===== config.mk =====
export PLATFORM = sky130hd
export DESIGN_NAME = postfix_stack_evaluator
export DESIGN_NICKNAME = d
export VERILOG_FILES = /design/src/rtl/pse_pkg.sv /design/src/rtl/postfix_stack_evaluator.sv
export SDC_FILE = /design/constraint.sdc
export NUM_CORES = 1
export LEC_CHECK = 0
export ABC_AREA = 1
export BUFFER_PORTS_ARGS = -buffer_cell sky130_fd_sc_hd__buf_2
export CAP_MARGIN = 20
export CORE_MARGIN = 4
export CORE_UTILIZATION = 50
export DETAILED_ROUTE_END_ITERATION = 8
export PLACE_DENSITY_LB_ADDON = 0.15
export SYNTH_ARGS = -nofsm -noshare
export SYNTH_HDL_FRONTEND = slang
export SYNTH_SLANG_ARGS = --single-unit

===== constraint.sdc =====
create_clock -name clk -period 4.65 [get_ports clk]
set_clock_uncertainty 0.05 [all_clocks]
set_input_delay 0.6975 -clock clk [delete_from_list [all_inputs] [get_ports clk]]
set_output_delay 0.6975 -clock clk [all_outputs]
set_load 0.01 [all_outputs]

===== src/rtl/pse_pkg.sv =====
// ----------------------------------------------------------------------------
// pse_pkg: shared types and constants of the postfix stack evaluator
// stack size, widths, character codes, status codes, operator and state encodings
// ----------------------------------------------------------------------------
`default_nettype none

package pse_pkg;

  // operand stack
  localparam int STACK_DEPTH = 16;
  localparam int IDX_W       = (STACK_DEPTH > 1) ? $clog2(STACK_DEPTH) : 1;
  localparam int CNT_W       = $clog2(STACK_DEPTH + 1);

  // datapath
  localparam int DATA_W = 32;
  localparam int BIT_W  = $clog2(DATA_W);
  localparam int SYM_W  = 8;
  localparam int STAT_W = 3;
  localparam int OUT_W  = ((DATA_W + STAT_W + 7) / 8) * 8;

  // characters
  localparam logic [SYM_W-1:0] CH_ZERO  = 8'h30;
  localparam logic [SYM_W-1:0] CH_NINE  = 8'h39;
  localparam logic [SYM_W-1:0] CH_PLUS  = 8'h2B;
  localparam logic [SYM_W-1:0] CH_MINUS = 8'h2D;
  localparam logic [SYM_W-1:0] CH_STAR  = 8'h2A;
  localparam logic [SYM_W-1:0] CH_SLASH = 8'h2F;

  // status codes
  localparam logic [STAT_W-1:0] ST_OK        = 3'd0;
  localparam logic [STAT_W-1:0] ST_UNDERFLOW = 3'd1;
  localparam logic [STAT_W-1:0] ST_OVERFLOW  = 3'd2;
  localparam logic [STAT_W-1:0] ST_DIVZERO   = 3'd3;
  localparam logic [STAT_W-1:0] ST_EMPTY     = 3'd4;

  typedef enum logic [1:0] {
    OP_ADD,
    OP_SUB,
    OP_MUL,
    OP_DIV
  } op_t;

  typedef enum logic [3:0] {
    S_IDLE,
    S_RDB,
    S_RDA,
    S_LOAD,
    S_RUN,
    S_FIX,
    S_WR,
    S_TOP,
    S_DONE
  } state_t;

endpackage

`default_nettype wire


===== src/rtl/postfix_stack_evaluator.sv =====
// ----------------------------------------------------------------------------
// postfix_stack_evaluator: serial postfix expression evaluator
// one character per input beat, one result beat per expression
// ----------------------------------------------------------------------------
// usage
//   input channel: in_tdata carries one ascii character, in_tlast marks the
//   last character of an expression. digits push, + - * / pop two operands
//   and push the result, anything else is ignored.
//   output channel: one beat per expression, sent after the last character;
//   out_tdata holds the value (0 on error) and the sticky status code.
// sequence
//   digit, ignored character or underflowing operator: handled on accept.
//   operator: accept, two stack reads, operand load, the bit-serial steps
//   of the shared serial add / shift-add multiply / restoring divide unit,
//   the sign fix and one stack write.
//   divide by zero skips the steps and the sign fix.
//   last character: its own work, then a read of the top of stack.
// reset
//   synchronous active-low rst_n empties the stack and clears the status;
//   stack entries themselves are not cleared, no clearing pass is needed.
// stall
//   the result sits in an output register; a stalled receiver holds the
//   block only when a second result is ready before the first is taken.
// ----------------------------------------------------------------------------
`default_nettype none

module postfix_stack_evaluator (
  input  wire                          clk,
  input  wire                          rst_n,
  // input channel
  input  wire                          in_tvalid,
  output logic                         in_tready,
  input  wire  [pse_pkg::SYM_W-1:0]    in_tdata,   // [7:0] symbol
  input  wire                          in_tlast,   // end_of_expr
  // result channel
  output logic                         out_tvalid,
  input  wire                          out_tready,
  output logic [pse_pkg::OUT_W-1:0]    out_tdata   // [31:0] value, [34:32] status, rest 0
);

  localparam int DW = pse_pkg::DATA_W;

  // operand stack
  logic [DW-1:0] mem [pse_pkg::STACK_DEPTH];
  logic [DW-1:0] rd_data_r;
  logic [pse_pkg::IDX_W-1:0] rd_addr;
  logic [pse_pkg::IDX_W-1:0] wr_addr;
  logic [DW-1:0] wr_data;
  logic          wr_en;

  // control
  pse_pkg::state_t state_r, state_nxt;
  logic [pse_pkg::CNT_W-1:0]  depth_r;
  logic [pse_pkg::STAT_W-1:0] err_r;
  pse_pkg::op_t               op_r;
  logic                       last_r;
  logic [pse_pkg::BIT_W-1:0]  cnt_r;

  // serial unit: x accumulates, y shifts the other operand, z holds the
  // multiplicand or the divisor magnitude
  logic [DW-1:0] x_r, y_r, z_r, b_r, res_r;
  logic          c_r;
  logic          neg_r;

  logic          out_valid_r;
  logic [DW-1:0] out_value_r;
  logic [pse_pkg::STAT_W-1:0] out_status_r;

  // input decode
  logic       accept;
  logic       is_digit, is_op;
  pse_pkg::op_t in_op;
  logic       can_push, can_pop;
  logic       done_go;
  logic [3:0] digit_val;

  assign accept    = in_tvalid && in_tready;
  assign is_digit  = (in_tdata >= pse_pkg::CH_ZERO) && (in_tdata <= pse_pkg::CH_NINE);
  assign digit_val = 4'(in_tdata - pse_pkg::CH_ZERO);
  assign can_push  = depth_r < pse_pkg::CNT_W'(pse_pkg::STACK_DEPTH);
  assign can_pop   = depth_r >= pse_pkg::CNT_W'(2);

  always_comb begin
    is_op = 1'b1;
    in_op = pse_pkg::OP_ADD;
    priority if (in_tdata == pse_pkg::CH_PLUS) begin
      in_op = pse_pkg::OP_ADD;
    end else if (in_tdata == pse_pkg::CH_MINUS) begin
      in_op = pse_pkg::OP_SUB;
    end else if (in_tdata == pse_pkg::CH_STAR) begin
      in_op = pse_pkg::OP_MUL;
    end else if (in_tdata == pse_pkg::CH_SLASH) begin
      in_op = pse_pkg::OP_DIV;
    end else begin
      is_op = 1'b0;
    end
  end

  // next state
  always_comb begin
    state_nxt = state_r;
    unique case (state_r)
      pse_pkg::S_IDLE: begin
        if (accept) begin
          if (is_op && can_pop) state_nxt = pse_pkg::S_RDB;
          else if (in_tlast)    state_nxt = pse_pkg::S_TOP;
        end
      end
      pse_pkg::S_RDB:  state_nxt = pse_pkg::S_RDA;
      pse_pkg::S_RDA:  state_nxt = pse_pkg::S_LOAD;
      pse_pkg::S_LOAD: begin
        if (op_r == pse_pkg::OP_DIV && b_r == '0) state_nxt = pse_pkg::S_WR;
        else                                      state_nxt = pse_pkg::S_RUN;
      end
      pse_pkg::S_RUN: begin
        if (cnt_r == pse_pkg::BIT_W'(DW - 1)) state_nxt = pse_pkg::S_FIX;
      end
      pse_pkg::S_FIX:  state_nxt = pse_pkg::S_WR;
      pse_pkg::S_WR:   state_nxt = last_r ? pse_pkg::S_TOP : pse_pkg::S_IDLE;
      pse_pkg::S_TOP:  state_nxt = pse_pkg::S_DONE;
      pse_pkg::S_DONE: begin
        if (done_go) state_nxt = pse_pkg::S_IDLE;
      end
      default:         state_nxt = pse_pkg::S_IDLE;
    endcase
  end

  // outputs of the sequencer: handshake and stack port control
  always_comb begin
    in_tready = 1'b0;
    done_go   = 1'b0;
    wr_en     = 1'b0;
    wr_addr   = depth_r[pse_pkg::IDX_W-1:0];
    wr_data   = {{(DW-4){1'b0}}, digit_val};
    rd_addr   = pse_pkg::IDX_W'(depth_r - pse_pkg::CNT_W'(1));
    unique case (state_r)
      pse_pkg::S_IDLE: begin
        in_tready = 1'b1;
        wr_en     = in_tvalid && is_digit && can_push;
      end
      pse_pkg::S_RDA: begin
        rd_addr = pse_pkg::IDX_W'(depth_r - pse_pkg::CNT_W'(2));
      end
      pse_pkg::S_WR: begin
        wr_en   = 1'b1;
        wr_addr = pse_pkg::IDX_W'(depth_r - pse_pkg::CNT_W'(2));
        wr_data = res_r;
      end
      pse_pkg::S_DONE: begin
        done_go = !out_valid_r || out_tready;
      end
      default: ;
    endcase
  end

  // stack memory, registered read
  always_ff @(posedge clk) begin
    if (wr_en) mem[wr_addr] <= wr_data;
    rd_data_r <= mem[rd_addr];
  end

  // control registers
  always_ff @(posedge clk) begin
    if (!rst_n) begin
      state_r <= pse_pkg::S_IDLE;
      depth_r <= '0;
      err_r   <= pse_pkg::ST_OK;
    end else begin
      state_r <= state_nxt;
      unique case (state_r)
        pse_pkg::S_IDLE: begin
          if (accept) begin
            if (is_digit) begin
              if (can_push)                  depth_r <= depth_r + pse_pkg::CNT_W'(1);
              else if (err_r == pse_pkg::ST_OK) err_r <= pse_pkg::ST_OVERFLOW;
            end else if (is_op && !can_pop && err_r == pse_pkg::ST_OK) begin
              err_r <= pse_pkg::ST_UNDERFLOW;
            end
          end
        end
        pse_pkg::S_LOAD: begin
          if (op_r == pse_pkg::OP_DIV && b_r == '0 && err_r == pse_pkg::ST_OK)
            err_r <= pse_pkg::ST_DIVZERO;
        end
        pse_pkg::S_WR: depth_r <= depth_r - pse_pkg::CNT_W'(1);
        pse_pkg::S_DONE: begin
          if (done_go) begin
            depth_r <= '0;
            err_r   <= pse_pkg::ST_OK;
          end
        end
        default: ;
      endcase
    end
  end

  // serial arithmetic unit
  logic [DW-1:0] a_in, a_mag, b_mag;
  logic [DW:0]   trial;
  logic          sum_bit, carry_nxt;

  assign a_in      = rd_data_r;
  assign a_mag     = a_in[DW-1] ? (DW'(0) - a_in) : a_in;
  assign b_mag     = b_r[DW-1] ? (DW'(0) - b_r) : b_r;
  assign sum_bit   = x_r[0] ^ y_r[0] ^ c_r;
  assign carry_nxt = (x_r[0] & y_r[0]) | (x_r[0] & c_r) | (y_r[0] & c_r);
  assign trial     = {x_r, y_r[DW-1]} - {1'b0, z_r};

  always_ff @(posedge clk) begin
    unique case (state_r)
      pse_pkg::S_IDLE: begin
        if (accept) begin
          op_r   <= in_op;
          last_r <= in_tlast;
        end
      end
      pse_pkg::S_RDA: b_r <= rd_data_r;
      pse_pkg::S_LOAD: begin
        cnt_r <= '0;
        res_r <= '0;
        unique case (op_r)
          pse_pkg::OP_ADD: begin
            x_r <= a_in;
            y_r <= b_r;
            c_r <= 1'b0;
          end
          pse_pkg::OP_SUB: begin
            x_r <= a_in;
            y_r <= ~b_r;
            c_r <= 1'b1;
          end
          pse_pkg::OP_MUL: begin
            x_r <= '0;
            y_r <= b_r;
            z_r <= a_in;
          end
          pse_pkg::OP_DIV: begin
            x_r   <= '0;
            y_r   <= a_mag;
            z_r   <= b_mag;
            neg_r <= a_in[DW-1] ^ b_r[DW-1];
          end
          default: ;
        endcase
      end
      pse_pkg::S_RUN: begin
        cnt_r <= cnt_r + pse_pkg::BIT_W'(1);
        unique case (op_r)
          pse_pkg::OP_ADD, pse_pkg::OP_SUB: begin
            // lsb first, sum bits enter at the top of x
            x_r <= {sum_bit, x_r[DW-1:1]};
            y_r <= {1'b0, y_r[DW-1:1]};
            c_r <= carry_nxt;
          end
          pse_pkg::OP_MUL: begin
            // msb first shift-add
            x_r <= {x_r[DW-2:0], 1'b0} + (y_r[DW-1] ? z_r : '0);
            y_r <= {y_r[DW-2:0], 1'b0};
          end
          pse_pkg::OP_DIV: begin
            // restoring step, quotient bits enter y from the bottom
            if (!trial[DW]) begin
              x_r <= trial[DW-1:0];
              y_r <= {y_r[DW-2:0], 1'b1};
            end else begin
              x_r <= {x_r[DW-2:0], y_r[DW-1]};
              y_r <= {y_r[DW-2:0], 1'b0};
            end
          end
          default: ;
        endcase
      end
      pse_pkg::S_FIX: begin
        if (op_r == pse_pkg::OP_DIV) res_r <= neg_r ? (DW'(0) - y_r) : y_r;
        else                         res_r <= x_r;
      end
      default: ;
    endcase
  end

  // result register
  logic [pse_pkg::STAT_W-1:0] fin_status;

  assign fin_status = (err_r == pse_pkg::ST_OK && depth_r == '0) ? pse_pkg::ST_EMPTY : err_r;

  always_ff @(posedge clk) begin
    if (!rst_n) begin
      out_valid_r <= 1'b0;
    end else if (done_go) begin
      out_valid_r <= 1'b1;
    end else if (out_tready) begin
      out_valid_r <= 1'b0;
    end
  end

  always_ff @(posedge clk) begin
    if (done_go) begin
      out_status_r <= fin_status;
      out_value_r  <= (fin_status == pse_pkg::ST_OK) ? rd_data_r : '0;
    end
  end

  assign out_tvalid = out_valid_r;
  assign out_tdata  = {{(pse_pkg::OUT_W - DW - pse_pkg::STAT_W){1'b0}},
                       out_status_r, out_value_r};

endmodule

`default_nettype wire

==> results by group <==
Detailed routing
  – Met2 WL post-DR: 54.6 mm
  – Routed WL: 114 mm
  – Top sig layer: met4
  – Via count: 30.1k
  – Vias/cell: 5.69
  – DR WL met3: 7.52 mm
  – Wire per inst: 21.5 um
  – Metal-1 WL: 48.5 mm
  – DRT iter0 DRCs: 3,190
  – DRC: 0
  – First-pass DRT Iterations: 6
  – Detail Route Antenna Nets: 0

Layout
  – Share of cells above drive strength 1: 0.0849
  – Area delta synth->final: 10.3%
  – Antenna cell count: 0
  – Commonest non-fill, non-tap cell in the layout: nand2_1
  – Number of fill cells in the layout: 6,965
  – Fin nets: 4,280
  – Most frequent cells in the layout: 802 x nand2_1, 717 x edfxtp_1, 485 x nor2_1

Yosys
  – Cell type with the largest total area after synthesis: edfxtp_1
  – Async set-or-reset flop fraction in the synthesized netlist: 0
  – Top FF cell, synth: edfxtp_1
  – Largest cells by area after synthesis: edfxtp_1 55%, nand2_1 7.7%, o21ai_0 5.2%
  – Seq/Total Area, Yosys: 0.571
  – Post-Syn Instances: 4,170
  – EDFF count, synth: 717
  – Netlist Area Pre-Place: 39,300 um^2
  – Number of synthesized register bits: 761
  – Synth top area share: 0.548
  – Synth Warn #: 0
  – Yosys cell types: 57
  – Syn avg cell area: 9.42 um^2

Timing
  – Rel. slew slack: 0.236
  – RSZ-0062 raised after global routing: false
  – Period minus WS final: 3.43 ns
  – Setup TNS: 0 ns
  – Fin. max-slew vios: 0
  – Fin crit share: 0.738
  – Worst slew pin tran: 1.14 ns
  – Final setup fails: 0
  – Fmax: 292 MHz
  – Setup slack after layout: 1.22 ns
  – Final hold violation count: 0

Setup path
  – Arrival time of the worst setup path: 3.76 ns
  – CP startpoint: y_r[31]$_DFFE_PP_
  – R2r startpoint: y_r[31]$_DFFE_PP_
  – Worst-path maximum fanout: 23
  – Critical path required time: 4.98 ns
  – Reg2Reg Setup Slack: 1.22 ns
  – Worst r2r path cells: 19
  – Worst R2R End: x_r[21]$_DFFE_PP_
  – Nature of the critical path startpoint: flop
  – CP Class: flop to flop
  – Critical Path Sink: x_r[21]$_DFFE_PP_
  – Critical Path End Type: flop

Power
  – Power Total: 29.9 mW
  – Peak supply drop: 0.822 mV
  – Lkg Pwr: 17.7 nW
  – Power per Cell Area: 691 nW/um^2

Clock tree
  – Worst skew pair latency: 0.63 ns
  – H-tree depth: 3
  – CTS tree: done
  – Hold-fix buffers, CTS: 0
  – # Post-CTS Setup Buffers: 0
  – CTS buffer count: 79
  – CTS root buf: clkbuf_16
  – Cts repair resizes: 0
  – CTS clk-pin slew, worst paths: 0.06 ns
  – Longest Clk Path Bufs: 3
  – Sink Count: 761

Floorplanning
  – Core area: 77,600 um^2
  – Die width: 288 um
  – Ports: 55
  – Num rows: 102
  – Chip Height: 288 um
  – Die ar.: 83,100 um^2
  – Starting Density: 0.506

Placement
  – Port bufs: 49
  – GPL Wtd Cong: 0.958
  – Hpwl dp: 76.7 mm
  – Dpl ws: 0.924 ns

Global route
  – Vias in the first global route: 28.8k
  – First-pass GRT wire length: 173 mm
  – Total congestion overflow: 0
  – Antenna violations before repair: 1
  – Largest net degree at the start of global routing: 148
  – Overall routing resource usage: 0.270

Status
  – Status: finished clean

Hold path
  – Hold crit path type: primary input to flop

Flow run
  – Maximum Capacitance Violations: 0
## worst max-delay path: stages, from the launching register on
cell	delay, ns
edfxtp_1	0.34
inv_1	0.16
ha_1	0.29
fa_1	0.39
inv_1	0.08
nand2_1	0.06
nand2_1	0.10
nand3_1	0.08
nand2_1	0.20
nand2_1	0.07
nand2_1	0.15
nand2_1	0.12
nand2_1	0.10
nand2_1	0.08
nand2_2	0.45
nand2_1	0.13
nand3_1	0.12
nand2_1	0.07
nand2_1	0.06
nand2_1	0.06
## flip-flops by register name, indices dropped and copies added (netlist names)
| signal | count |
|---|---|
| b_r | 32 |
| mem | 512 |
| state_r | 4 |
| op_r | 2 |
| cnt_r | 5 |
| err_r | 2 |
| x_r | 32 |
| out_tvalid | 1 |
| depth_r | 5 |
| a_in | 32 |
| res_r | 32 |
| last_r | 1 |
| z_r | 32 |
| out_value_r | 32 |
| neg_r | 1 |
| out_status_r | 3 |
| y_r | 32 |
| c_r | 1 |
## power breakdown
group	switching (mW)	internal (mW)
combinational	9.59	4.14
sequential	1.08	8.81
clock	2.67	3.64
## cells by family (layout without fill, tap and decap cells)
family / after synthesis / count (layout) / synth area share
and+or+nand+nor: 1662 / 1662 / 0.176
AOI/OAI and AO/OA: 921 / 921 / 0.141
DFF: 761 / 761 / 0.571
buffers and inverters: 685 / 762 / 0.0732
adders and majority gates: 78 / 78 / 0.0254
xor gates and xnor gates: 61 / 61 / 0.0136
other: 1 / 5 / 0.0000955
muxes: 1 / 1 / 0.000255
## routing by layer
layer | up-vias | track usage
met5 | - | 0
met4 | 0 | 0.0759
met3 | 168 | 0.0318
met2 | 1107 | 0.456
met1 | 14484 | 0.372
li1 | 14359 | -
## cell type report
cell class              instances  area (um^2)  share of cell area
multi-input cells            2728        14200               0.328
clock buffers                  92         2060              0.0475
inverters                     488         1850              0.0426
clock inverters                51          502              0.0116
repair buffers                131         1010              0.0234
flip-flops and latches        761        22400               0.517
well taps                    1040         1300              0.0300
## synthesized netlist by cell type (46+ instances only)
library cell  number
o21ai_0          405
nand3_1          180
clkbuf_1         105
a21oi_1          166
ha_1              75
buf_2             46
nor2_1           506
o211ai_1         124
nand2_1          804
o21ai_1           64
o221ai_1          50
inv_1            479
edfxtp_1         717
## per-stage QoR
stage                     cell area, um^2  utilization  cells  hold slack [ns]
after CTS                           43300        0.558   5285            0.212
after global placement              40700        0.524   5138            0.389
final                               43300        0.558   5291            0.244
after floorplan                     39300            -   4174            0.356
after detailed placement            40700        0.525   5142            0.395
after global routing                43300        0.558   5291            0.220
## worst min-delay path by stage
stage	startpoint	to	cells after the start
finish	in_tlast	last_r$_DFFE_PP_	1
global route	in_tlast	last_r$_DFFE_PP_	1
CTS	in_tlast	last_r$_DFFE_PP_	1
detailed placement	err_r[1]$_SDFFE_PN0P_	out_status_r[1]$_DFFE_PP_	0
global placement	err_r[1]$_SDFFE_PN0P_	out_status_r[1]$_DFFE_PP_	0
floorplan	a_in[31]$_DFF_P_	b_r[31]$_DFFE_PP_	0
No activity file was read; power rests on OpenSTA's default activity.
